===== src/design/srvm_pkg.sv =====
// Shared types and constants of the stack/register VM execute unit.
`timescale 1ns / 1ps
`default_nettype none

package srvm_pkg;

    localparam int WORD_W          = 64;
    localparam int FUNC_W          = 5;
    localparam int RIDX_W          = 2;
    localparam int FAULT_W         = 2;
    localparam int STACK_DEPTH_DEF = 16;
    localparam int NUM_REGS_DEF    = 4;

    typedef enum logic [FUNC_W-1:0] {
        FN_MOVRL    = 5'd0,
        FN_MOVRR    = 5'd1,
        FN_MOVRM    = 5'd2,
        FN_MOVML    = 5'd3,
        FN_MOVMR    = 5'd4,
        FN_MOVMM    = 5'd5,
        FN_PUSHL    = 5'd6,
        FN_PUSHR    = 5'd7,
        FN_PUSHM    = 5'd8,
        FN_POP      = 5'd9,
        FN_POPR     = 5'd10,
        FN_POPM     = 5'd11,
        FN_SWAP     = 5'd12,
        FN_ROTL     = 5'd13,
        FN_ROTR     = 5'd14,
        FN_DUP      = 5'd15,
        FN_ADD      = 5'd16,
        FN_PUSHBASE = 5'd17,
        FN_EXIT     = 5'd18
    } func_t;

    typedef enum logic [FAULT_W-1:0] {
        FAULT_NONE      = 2'd0,
        FAULT_UNDERFLOW = 2'd1,
        FAULT_OVERFLOW  = 2'd2
    } fault_t;

    typedef enum logic [2:0] {
        SOP_NONE = 3'd0,
        SOP_PUSH = 3'd1,
        SOP_POP  = 3'd2,
        SOP_SWAP = 3'd3,
        SOP_ROTL = 3'd4,
        SOP_ROTR = 3'd5,
        SOP_ADD  = 3'd6
    } stack_op_t;

    typedef struct packed {
        stack_op_t         op;
        logic [WORD_W-1:0] data;
    } stack_cmd_t;

endpackage

`default_nettype wire


===== src/design/srvm_stack.sv =====
// Shift-register stack with the top entry at index 0.
`timescale 1ns / 1ps
`default_nettype none

module srvm_stack #(
    parameter int STACK_DEPTH = srvm_pkg::STACK_DEPTH_DEF
) (
    input  wire logic                       clk,
    input  wire srvm_pkg::stack_cmd_t       cmd,
    output logic [srvm_pkg::WORD_W-1:0]     top0
);
    import srvm_pkg::*;

    logic [WORD_W-1:0] stack_reg  [STACK_DEPTH];
    logic [WORD_W-1:0] stack_next [STACK_DEPTH];

    always_comb
    begin
        stack_next = stack_reg;
        unique case (cmd.op)
            SOP_PUSH:
            begin
                stack_next[0] = cmd.data;
                for (int i = 1; i < STACK_DEPTH; i++)
                begin
                    stack_next[i] = stack_reg[i-1];
                end
            end
            SOP_POP:
            begin
                for (int i = 0; i < STACK_DEPTH - 1; i++)
                begin
                    stack_next[i] = stack_reg[i+1];
                end
            end
            SOP_ADD:
            begin
                stack_next[0] = stack_reg[0] + stack_reg[1];
                for (int i = 1; i < STACK_DEPTH - 1; i++)
                begin
                    stack_next[i] = stack_reg[i+1];
                end
            end
            SOP_SWAP:
            begin
                stack_next[0] = stack_reg[1];
                stack_next[1] = stack_reg[0];
            end
            SOP_ROTL:
            begin
                stack_next[0] = stack_reg[2];
                stack_next[1] = stack_reg[0];
                stack_next[2] = stack_reg[1];
            end
            SOP_ROTR:
            begin
                stack_next[0] = stack_reg[1];
                stack_next[1] = stack_reg[2];
                stack_next[2] = stack_reg[0];
            end
            default:
            begin
            end
        endcase
    end

    always_ff @(posedge clk)
    begin
        stack_reg <= stack_next;
    end

    assign top0 = stack_reg[0];

endmodule

`default_nettype wire


===== src/design/stack_register_vm_execute.sv =====
// Top level of the stack/register VM execute unit.
`timescale 1ns / 1ps
`default_nettype none

// Executes one decoded instruction per clock cycle. An instruction is taken when start is
// high (busy is always low), held in an input register, executed in the next cycle, and
// its result is registered and appears on the result ports with done high for one cycle;
// results cannot be held off, so capture them when done is high. The stack is a shift
// register with the top entry first, so stack contents need no clearing after reset;
// registers, depth and the halt bit reset to zero. Write code_base through
// cfg_write/cfg_wdata only while no instruction is in flight.
module stack_register_vm_execute #(
    parameter int  STACK_DEPTH = srvm_pkg::STACK_DEPTH_DEF,
    parameter int  NUM_REGS    = srvm_pkg::NUM_REGS_DEF,
    localparam int CNT_W       = $clog2(STACK_DEPTH + 1)
) (
    input  wire logic                          clk,
    input  wire logic                          rst_n,
    input  wire logic                          cfg_write,
    input  wire logic [srvm_pkg::WORD_W-1:0]   cfg_wdata,
    input  wire logic                          start,
    output logic                               busy,
    input  wire logic [srvm_pkg::FUNC_W-1:0]   func,
    input  wire logic [srvm_pkg::RIDX_W-1:0]   dest_reg,
    input  wire logic [srvm_pkg::RIDX_W-1:0]   src_reg,
    input  wire logic [srvm_pkg::WORD_W-1:0]   literal,
    input  wire logic [srvm_pkg::WORD_W-1:0]   write_addr,
    input  wire logic [srvm_pkg::WORD_W-1:0]   read_data,
    output logic                               done,
    output logic                               mem_write,
    output logic [srvm_pkg::WORD_W-1:0]        mem_addr,
    output logic [srvm_pkg::WORD_W-1:0]        mem_data,
    output logic [srvm_pkg::FAULT_W-1:0]       fault,
    output logic                               halted,
    output logic [CNT_W-1:0]                   depth
);
    import srvm_pkg::*;

    localparam int RI_W = $clog2(NUM_REGS);

    // input register
    logic                 valid_reg;
    logic [FUNC_W-1:0]    in_func_reg;
    logic [RIDX_W-1:0]    in_dest_reg;
    logic [RIDX_W-1:0]    in_src_reg;
    logic [WORD_W-1:0]    in_lit_reg;
    logic [WORD_W-1:0]    in_waddr_reg;
    logic [WORD_W-1:0]    in_rdata_reg;

    // architectural state
    logic [WORD_W-1:0]    code_base_reg;
    logic [WORD_W-1:0]    rf_reg [NUM_REGS];
    logic [CNT_W-1:0]     count_reg;
    logic [CNT_W-1:0]     count_next;
    logic                 halt_reg;
    logic                 halt_next;

    // result register
    logic                 done_reg;
    logic                 mem_write_reg;
    logic                 mem_write_next;
    logic [WORD_W-1:0]    mem_addr_reg;
    logic [WORD_W-1:0]    mem_addr_next;
    logic [WORD_W-1:0]    mem_data_reg;
    logic [WORD_W-1:0]    mem_data_next;
    fault_t               fault_reg;
    fault_t               fault_next;

    logic [1:0]           need;
    logic                 grow;
    logic                 exec;
    logic [31:0]          src_wide;
    logic [31:0]          dest_wide;
    logic [WORD_W-1:0]    src_val;
    logic                 rf_we;
    logic [WORD_W-1:0]    rf_wval;
    logic [WORD_W-1:0]    top0;
    stack_cmd_t           scmd;
    func_t                fn;

    assign busy = 1'b0;

    always_ff @(posedge clk or negedge rst_n)
    begin
        if (!rst_n)
        begin
            valid_reg <= 1'b0;
        end
        else
        begin
            valid_reg <= start;
        end
    end

    always_ff @(posedge clk)
    begin
        if (start)
        begin
            in_func_reg  <= func;
            in_dest_reg  <= dest_reg;
            in_src_reg   <= src_reg;
            in_lit_reg   <= literal;
            in_waddr_reg <= write_addr;
            in_rdata_reg <= read_data;
        end
    end

    assign fn        = func_t'(in_func_reg);
    assign src_wide  = 32'(in_src_reg);
    assign dest_wide = 32'(in_dest_reg);
    assign src_val   = (src_wide < NUM_REGS) ? rf_reg[src_wide[RI_W-1:0]] : '0;

    always_comb
    begin
        need = 2'd0;
        grow = 1'b0;
        unique case (fn)
            FN_PUSHL, FN_PUSHR, FN_PUSHM, FN_PUSHBASE: grow = 1'b1;
            FN_POP, FN_POPR, FN_POPM:                  need = 2'd1;
            FN_SWAP, FN_ADD:                           need = 2'd2;
            FN_ROTL, FN_ROTR:                          need = 2'd3;
            FN_DUP:
            begin
                need = 2'd1;
                grow = 1'b1;
            end
            default:
            begin
            end
        endcase
    end

    always_comb
    begin
        fault_next = FAULT_NONE;
        if (!halt_reg)
        begin
            priority if (count_reg < CNT_W'(need))
            begin
                fault_next = FAULT_UNDERFLOW;
            end
            else if (grow && (count_reg == CNT_W'(STACK_DEPTH)))
            begin
                fault_next = FAULT_OVERFLOW;
            end
            else
            begin
                fault_next = FAULT_NONE;
            end
        end
    end

    assign exec = valid_reg && !halt_reg && (fault_next == FAULT_NONE);

    always_comb
    begin
        rf_we          = 1'b0;
        rf_wval        = in_lit_reg;
        mem_write_next = 1'b0;
        mem_addr_next  = '0;
        mem_data_next  = '0;
        scmd.op        = SOP_NONE;
        scmd.data      = in_lit_reg;
        count_next     = count_reg;
        halt_next      = halt_reg;
        if (exec)
        begin
            unique case (fn)
                FN_MOVRL:
                begin
                    rf_we   = 1'b1;
                    rf_wval = in_lit_reg;
                end
                FN_MOVRR:
                begin
                    rf_we   = 1'b1;
                    rf_wval = src_val;
                end
                FN_MOVRM:
                begin
                    rf_we   = 1'b1;
                    rf_wval = in_rdata_reg;
                end
                FN_MOVML:
                begin
                    mem_write_next = 1'b1;
                    mem_addr_next  = in_waddr_reg;
                    mem_data_next  = in_lit_reg;
                end
                FN_MOVMR:
                begin
                    mem_write_next = 1'b1;
                    mem_addr_next  = in_waddr_reg;
                    mem_data_next  = src_val;
                end
                FN_MOVMM:
                begin
                    mem_write_next = 1'b1;
                    mem_addr_next  = in_waddr_reg;
                    mem_data_next  = in_rdata_reg;
                end
                FN_PUSHL:
                begin
                    scmd.op    = SOP_PUSH;
                    scmd.data  = in_lit_reg;
                    count_next = count_reg + CNT_W'(1);
                end
                FN_PUSHR:
                begin
                    scmd.op    = SOP_PUSH;
                    scmd.data  = src_val;
                    count_next = count_reg + CNT_W'(1);
                end
                FN_PUSHM:
                begin
                    scmd.op    = SOP_PUSH;
                    scmd.data  = in_rdata_reg;
                    count_next = count_reg + CNT_W'(1);
                end
                FN_POP:
                begin
                    scmd.op    = SOP_POP;
                    count_next = count_reg - CNT_W'(1);
                end
                FN_POPR:
                begin
                    rf_we      = 1'b1;
                    rf_wval    = top0;
                    scmd.op    = SOP_POP;
                    count_next = count_reg - CNT_W'(1);
                end
                FN_POPM:
                begin
                    mem_write_next = 1'b1;
                    mem_addr_next  = in_waddr_reg;
                    mem_data_next  = top0;
                    scmd.op        = SOP_POP;
                    count_next     = count_reg - CNT_W'(1);
                end
                FN_SWAP: scmd.op = SOP_SWAP;
                FN_ROTL: scmd.op = SOP_ROTL;
                FN_ROTR: scmd.op = SOP_ROTR;
                FN_DUP:
                begin
                    scmd.op    = SOP_PUSH;
                    scmd.data  = top0;
                    count_next = count_reg + CNT_W'(1);
                end
                FN_ADD:
                begin
                    scmd.op    = SOP_ADD;
                    count_next = count_reg - CNT_W'(1);
                end
                FN_PUSHBASE:
                begin
                    scmd.op    = SOP_PUSH;
                    scmd.data  = code_base_reg;
                    count_next = count_reg + CNT_W'(1);
                end
                FN_EXIT: halt_next = 1'b1;
                default:
                begin
                end
            endcase
        end
    end

    srvm_stack #(
        .STACK_DEPTH (STACK_DEPTH)
    ) u_stack (
        .clk  (clk),
        .cmd  (scmd),
        .top0 (top0)
    );

    always_ff @(posedge clk or negedge rst_n)
    begin
        if (!rst_n)
        begin
            code_base_reg <= '0;
            count_reg     <= '0;
            halt_reg      <= 1'b0;
            for (int i = 0; i < NUM_REGS; i++)
            begin
                rf_reg[i] <= '0;
            end
        end
        else
        begin
            if (cfg_write)
            begin
                code_base_reg <= cfg_wdata;
            end
            count_reg <= count_next;
            halt_reg  <= halt_next;
            if (rf_we && (dest_wide < NUM_REGS))
            begin
                rf_reg[dest_wide[RI_W-1:0]] <= rf_wval;
            end
        end
    end

    always_ff @(posedge clk or negedge rst_n)
    begin
        if (!rst_n)
        begin
            done_reg <= 1'b0;
        end
        else
        begin
            done_reg <= valid_reg;
        end
    end

    always_ff @(posedge clk)
    begin
        if (valid_reg)
        begin
            mem_write_reg <= mem_write_next;
            mem_addr_reg  <= mem_addr_next;
            mem_data_reg  <= mem_data_next;
            fault_reg     <= fault_next;
        end
    end

    // halt and depth outputs follow the state written by the last transaction
    assign done      = done_reg;
    assign mem_write = mem_write_reg;
    assign mem_addr  = mem_addr_reg;
    assign mem_data  = mem_data_reg;
    assign fault     = fault_reg;
    assign halted    = halt_reg;
    assign depth     = count_reg;

    a_result_latency: assert property (@(posedge clk) disable iff (!rst_n)
        start |=> ##1 done)
        else $error("transaction result missing two cycles after start");

    a_depth_bound: assert property (@(posedge clk) disable iff (!rst_n)
        count_reg <= CNT_W'(STACK_DEPTH))
        else $error("stack depth beyond capacity");

    a_halt_sticky: assert property (@(posedge clk) disable iff (!rst_n)
        halt_reg |=> halt_reg && $stable(count_reg))
        else $error("state changed after halt");

    a_fault_no_write: assert property (@(posedge clk) disable iff (!rst_n)
        done && (fault_reg != FAULT_NONE) |-> !mem_write && $stable(count_reg))
        else $error("faulted transaction changed state or wrote memory");

endmodule

`default_nettype wire

===== config.mk =====
export PLATFORM = sky130hd
export DESIGN_NAME = stack_register_vm_execute
export DESIGN_NICKNAME = d
export VERILOG_FILES = /design/src/design/srvm_pkg.sv /design/src/design/srvm_stack.sv /design/src/design/stack_register_vm_execute.sv
export SDC_FILE = /design/constraint.sdc
export NUM_CORES = 2
export LEC_CHECK = 0
export BUFFER_PORTS_ARGS = -buffer_cell sky130_fd_sc_hd__clkbuf_2
export CORE_MARGIN = 4
export CORE_UTILIZATION = 45
export DETAILED_ROUTE_END_ITERATION = 8
export HOLD_SLACK_MARGIN = 0.05
export SYNTH_ARGS = -nofsm -noshare
export SYNTH_HDL_FRONTEND = slang
export SYNTH_SLANG_ARGS = --single-unit

===== constraint.sdc =====
create_clock -name clk -period 65.5 [get_ports clk]
set_input_delay 6.55 -clock clk [delete_from_list [all_inputs] [get_ports clk]]
set_output_delay 6.55 -clock clk [all_outputs]
set_load 0.01 [all_outputs]

# After elaboration in Yosys (flattened, before gate mapping)
# Index checks and enable logic that the tools add are counted.
dict set report word_totals {
  regBits 1684
  input_bits 269
  out_inout_bits 139
  elab_cells 124
}
dict set report classes {
  addsub 3
  magnitude_cmp 6
  eq_ne 26
  n_mux 25
  n_bitwise 2
  n_reduce_logical 27
}
# operator n
set op_table {}
lappend op_table {{$pmux W768 S2} 1}
lappend op_table {{$pmux W128 S5} 1}
lappend op_table {{$pmux W64 S4} 2}
lappend op_table {{$pmux W64 S3} 2}
lappend op_table {{$mux W64} 5}
lappend op_table {{$bwmux W256} 1}
lappend op_table {{$bmux W64 S2} 1}
lappend op_table {{$demux W64 S2} 1}
lappend op_table {{$mux W67} 1}
lappend op_table {{$add A64 B64 Y64} 1}
lappend op_table {{$eq A5 B4 Y1 const B} 8}
lappend op_table {{$eq A5 B3 Y1 const B} 4}
lappend op_table {{$eq A5 B5 Y1 const B} 4}
lappend op_table {{$pmux W3 S6} 1}
lappend op_table {{$reduce_or A4 Y1} 4}
lappend op_table {{$eq A5 B2 Y1 const B} 2}
lappend op_table {{$pmux W5 S2} 1}
lappend op_table {{$reduce_or A2 Y1} 5}
lappend op_table {{$eq A3 B3 Y1 const B} 3}
lappend op_table {{$reduce_and A2 Y1} 4}
lappend op_table {{$eq A3 B2 Y1 const B} 2}
lappend op_table {{$ge A3 B3 Y1 const B} 2}
lappend op_table {{$lt A2 B3 Y1 const B} 2}
lappend op_table {{$mux W2} 3}
lappend op_table {{other kinds (19)} 28}

# Logic depth before layout (Yosys ltp)
dict set report logic_depth {
  depth_word 14
  mapped_depth 17
  depth_no_buf 12
}

# Cells and area by module
# Synthesis repeated with hierarchy kept, for this count alone.
dict set report hier_totals {
  hier_cells 6841
  hier_area_um2 78859.4
}
# mod instances cells_per_inst area_each_um2 seq_area_each_um2
set modules_own_cells {}
lappend modules_own_cells {srvm_stack 1 4818 48968.2 30749.5}
lappend modules_own_cells {stack_register_vm_execute 1 2023 29891.2 18177.4}

# Worst setup path before layout
# No wires, ideal clock.
dict set report synth_path {
  path_kind {register -> register}
  startpoint {reg valid_reg}
  endpoint {reg count_reg[3], in the netlist depth[3]}
  setup_ns 0.154
  arrival_ns 22.632
  t_required_ns 65.346
  path_slack_ns 42.714
  path_stages_with_launch 10
  path_buffers 3
  synth_period_minus_slack_ns 22.786
  cell_sequence {dfrtp_1 -> nand2b_1 -> a21oi_1 -> o41ai_4 -> or3_1 -> buf_2 -> buf_2 -> buf_4 -> nand2_1 -> mux2_2}
}
dict set report synth_between {
  elab_chain_cells 3
}
# item line_no
set synth_rtl {}
lappend synth_rtl {{start: declaration} stack_register_vm_execute.sv:42} ;# logic valid_reg;
lappend synth_rtl {{start signal: assignment} stack_register_vm_execute.sv:91} ;# valid_reg <= start;
lappend synth_rtl {{$logic_and A1 B1 Y1 (2 in a row)} stack_register_vm_execute.sv:153} ;# assign exec = valid_reg && !halt_reg && (fault_next == FAULT_NONE);
lappend synth_rtl {{$reduce_and A2 Y1 (no line)} -}
lappend synth_rtl {{end signal: assignment} stack_register_vm_execute.sv:294} ;# count_reg <= count_next;
lappend synth_rtl {{end: declaration} stack_register_vm_execute.sv:53} ;# logic [CNT_W-1:0] count_reg;
# No other way between the ends.
# A chain may end at the register's enable or synchronous reset.

==> flow_summary.html <==
<table>
<tr><th>Metric</th><th>Value</th></tr>
<tr><th colspan="2">Power and ir drop</th></tr>
<tr><td>Sequential fraction of design power</td><td>0.513</td></tr>
<tr><td>Internal power</td><td>0.00203 W</td></tr>
<tr><td>Peak supply drop</td><td>0.0275 mV</td></tr>
<tr><td>Cell leakage power</td><td>30.3 nW</td></tr>
<tr><td>Combinational Power Share</td><td>0.134</td></tr>
<tr><td>Switching component of the power</td><td>0.000708 W</td></tr>
<tr><td>Sw Share</td><td>0.259</td></tr>
<tr><td>Power share of the clock group</td><td>0.353</td></tr>
<tr><td>Pwr Density</td><td>32.4 nW/µm²</td></tr>
<tr><th colspan="2">Synthesis</th></tr>
<tr><td>Flip-flop and latch count after synthesis</td><td>1684</td></tr>
<tr><td>Synth warnings</td><td>0</td></tr>
<tr><td>Synth top area cells</td><td>edfxtp_1 (55%), mux2_2 (14%), dfrtp_1 (11%)</td></tr>
<tr><td>Largest area contributor in the synthesized netlist</td><td>edfxtp_1</td></tr>
<tr><td>Number of distinct library cells after synthesis</td><td>74</td></tr>
<tr><td>Most common cell in the synthesized netlist</td><td>edfxtp_1</td></tr>
<tr><td>Sequential element share of the synthesized area</td><td>0.655</td></tr>
<tr><td>Synthesized instance count</td><td>5116</td></tr>
<tr><td>Post-synthesis net count</td><td>5454</td></tr>
<tr><td>Top FF cell, synth</td><td>edfxtp_1</td></tr>
<tr><td>Async set or reset register ratio after synthesis</td><td>0.195</td></tr>
<tr><td>Netlist area before placement</td><td>74700 µm²</td></tr>
<tr><td>Share of the synthesized area in the top cell type</td><td>0.545</td></tr>
<tr><td>Count of flip-flops with a built-in enable after synthesis</td><td>approximately 1400</td></tr>
<tr><td>Most used standard cells in the synthesized netlist</td><td>edfxtp_1 (1356), mux2_2 (899), nand2_1 (417)</td></tr>
<tr><td>Avg Inst Size Synth</td><td>around 15 µm²</td></tr>
<tr><th colspan="2">GRT</th></tr>
<tr><td>Pin count of the biggest net entering global routing</td><td>201</td></tr>
<tr><td>Via count of the first global-routing pass</td><td>around 47000</td></tr>
<tr><td>Aggregate global-route resource usage</td><td>0.213</td></tr>
<tr><td>Remaining global-route overflow</td><td>0</td></tr>
<tr><td>Initial antenna violation count</td><td>6</td></tr>
<tr><td>Global-route wire length before repair</td><td>approximately 290000 µm</td></tr>
<tr><th colspan="2">Placed design</th></tr>
<tr><td>Worst slack after detailed placement</td><td>55230 ps</td></tr>
<tr><td>PortBufs</td><td>about 410</td></tr>
<tr><td>Placer Congestion</td><td>roughly 0.9</td></tr>
<tr><td>HPWL reported at the end of detailed placement</td><td>118000 µm</td></tr>
<tr><th colspan="2">Worst hold path</th></tr>
<tr><td>Path class of the lowest-slack min-delay path</td><td>flop to flop</td></tr>
<tr><td>Worst hold start</td><td>u_stack.stack_reg[103]</td></tr>
<tr><td>Min-Delay Path Depth</td><td>0</td></tr>
<tr><td>Worst Hold Path EP</td><td>u_stack.stack_reg[39]</td></tr>
<tr><th colspan="2">Final layout</th></tr>
<tr><td>Number of flip-flops in the largest register</td><td>960</td></tr>
<tr><td>Layout filler cell count</td><td>between 10000 and 15000</td></tr>
<tr><td>Layout area overhead</td><td>12.8%</td></tr>
<tr><td>Final-stage net count</td><td>5745</td></tr>
<tr><td>Fraction of final layout cells sized beyond drive strength 1</td><td>0.310</td></tr>
<tr><th colspan="2">Timing</th></tr>
<tr><td>Worst-Margin Slew</td><td>roughly 1300 ps</td></tr>
<tr><td>Slew Limit Fails</td><td>0</td></tr>
<tr><td>Setup TNS</td><td>0 ps</td></tr>
<tr><td>Final Skew</td><td>31.1 ps</td></tr>
<tr><td>Number of hold violations in the final report</td><td>0</td></tr>
<tr><td>Final setup violation count</td><td>0</td></tr>
<tr><td>Min Clock Period, post-route</td><td>9250 ps</td></tr>
<tr><td>Worst relative slew slack</td><td>0.165</td></tr>
<tr><td>Highest clock rate</td><td>108 MHz</td></tr>
<tr><td>Setup repair after global routing missed its margin</td><td>no</td></tr>
<tr><td>Least setup slack across all paths after layout</td><td>56250 ps</td></tr>
<tr><td>Final Cycle Share</td><td>0.141</td></tr>
<tr><th colspan="2">Job</th></tr>
<tr><td>Max-cap violations</td><td>0</td></tr>
<tr><th colspan="2">Floorplanning</th></tr>
<tr><td>DIE WIDTH</td><td>415 µm</td></tr>
<tr><td>Effective utilization at floorplan</td><td>0.453</td></tr>
<tr><td>Die extent in y</td><td>415 µm</td></tr>
<tr><td>Area of the core region</td><td>165000 µm²</td></tr>
<tr><td>Num ports</td><td>408</td></tr>
<tr><td>Cell row count</td><td>149</td></tr>
<tr><td>Die Footprint</td><td>between 150000 and 200000 µm²</td></tr>
<tr><th colspan="2">Clock tree</th></tr>
<tr><td>Register clock-pin slew on the reported worst setup and hold paths</td><td>60 ps</td></tr>
<tr><td>Clock Sinks</td><td>1684</td></tr>
<tr><td>Inserted Clock Buffers</td><td>176</td></tr>
<tr><td>Count of hold-fix buffers inserted at cts</td><td>0</td></tr>
<tr><td>Number of buffers inserted to repair setup after CTS</td><td>0</td></tr>
<tr><td>Level count of the clock H-tree</td><td>4</td></tr>
<tr><td>Post-cts repair resize count</td><td>0</td></tr>
<tr><td>Max clock buf depth</td><td>3</td></tr>
<tr><td>Clk Latency, worst-skew pair</td><td>800 ps</td></tr>
<tr><td>Clock Tree Root</td><td>clkbuf_16</td></tr>
<tr><td>CTS tree</td><td>yes</td></tr>
<tr><th colspan="2">Detailed routing</th></tr>
<tr><td>Iteration-0 DRC Markers</td><td>6063</td></tr>
<tr><td>Routed length per placed instance</td><td>24.4 µm</td></tr>
<tr><td>Post-detailed-route DRC marker count</td><td>0</td></tr>
<tr><td>Drt pass-1 iters</td><td>9</td></tr>
<tr><td>Average via count per standard cell</td><td>slightly below 6</td></tr>
<tr><td>Total vias in the final route</td><td>approximately 46000</td></tr>
<tr><td>Detailed Route WL</td><td>approximately 190000 µm</td></tr>
<tr><td>Antenna Nets Post-Route</td><td>0</td></tr>
<tr><th colspan="2">Critical path</th></tr>
<tr><td>CP endpoint kind</td><td>asynchronous set/reset pin</td></tr>
<tr><td>Largest fanout on the critical path</td><td>126</td></tr>
<tr><td>Worst endpoint required time</td><td>approximately 66000 ps</td></tr>
<tr><td>Data arrival time of the critical path</td><td>9930 ps</td></tr>
<tr><td>Capturing point of the worst reg2reg path</td><td>u_stack.stack_reg[784]</td></tr>
<tr><td>R2R depth</td><td>16</td></tr>
<tr><td>Register-to-register setup slack</td><td>56440 ps</td></tr>
<tr><td>Startpoint kind of the worst setup timing path</td><td>input port</td></tr>
<tr><td>Critical R2R Launch</td><td>fn[2]</td></tr>
<tr><td>Type of the worst setup path</td><td>input port to asynchronous set/reset pin</td></tr>
<tr><th colspan="2">Outcome</th></tr>
<tr><td>Run status</td><td>finished clean</td></tr>
</table>
==> per-stage QoR <==
stage	instance area, µm²	util	hold WS [ps]	instances	power, W
finish	84200	0.511	433	7756	0.00273
global route	84200	0.511	448	7755	0.00286
CTS	84200	0.510	439	7749	0.00276
detailed placement	78700	0.477	430	7418	0.00179
global placement	78700	0.477	428	7418	0.00177
floorplan	74700	-	422	5116	0.00170
==> worst max path at each step <==
stage | start | end | slack (ps) | depth (start not counted)
detailed placement | rst_n | valid_reg | 55230 | 4
global placement | rst_n | valid_reg | 55350 | 4
global route | rst_n | valid_reg | 55600 | 4
CTS | rst_n | valid_reg | 56110 | 4
floorplan | valid_reg | depth[3] | 42710 | 9
finish | rst_n | valid_reg | 56250 | 4
==> layout make-up <==
| type | instances | area (µm²) | share of cell area |
|---|---|---|---|
| flip-flops and latches | 1684 | 48900 | 0.581 |
| clock inverters | 80 | 653 | 0.00775 |
| inverters | 91 | 342 | 0.00405 |
| diodes | 7 | 17.5 | 0.000208 |
| repair buffers | 472 | 2580 | 0.0307 |
| multi-input cells | 2982 | 24100 | 0.286 |
| well taps | 2189 | 2740 | 0.0325 |
| clock buffers | 251 | 4880 | 0.0579 |
==> kinds of logic (layout without fill, tap and decap cells) <==
kind of cell	Yosys count	in the layout	synth area share
DFF	1684	1684	0.655
AOI/OAI and AO/OA	1098	1098	0.101
muxes	965	965	0.155
and+or+nand+nor	796	796	0.0465
buffers and inverters	450	894	0.0246
adders and majority gates	69	69	0.0118
xor gates and xnor gates	53	53	0.00622
other	1	8	0.0000502
==> critical path, stage by stage <==
cell,delay (ps)
buf_8,670
buf_4,860
buf_4,820
buf_4,840
==> metal layers <==
layer	part of all wire	wire length (µm)	GRT usage
met1	0.40	75300	0.275
met2	0.49	92800	0.355
met3	0.065	12300	0.0352
met4	0.045	8560	0.0940
met5	0	0	0
==> power groups by stage <==
stage	clock (W)	sequential, W	combinational, W
after floorplan	0	0.00143	0.000267
after global placement	0	0.00142	0.000356
after detailed placement	0	0.00142	0.000365
after CTS	0.000991	0.00140	0.000366
after global routing	0.00104	0.00141	0.000407
final	0.000965	0.00140	0.000367
==> layout by cell type (no fill, tap or decap), types with 64 or more instances in the layout <==
master     instances
clkbuf_16        179
ha_1              67
edfxtp_1        1356
mux4_2            64
nand2_1          412
nor2_1           170
inv_1             89
o21ai_0          366
clkbuf_2         403
and2_1            69
a222oi_1         306
mux2_2           899
a21oi_1          268
dfrtp_1          327
Power figures use the tool's default switching activity.
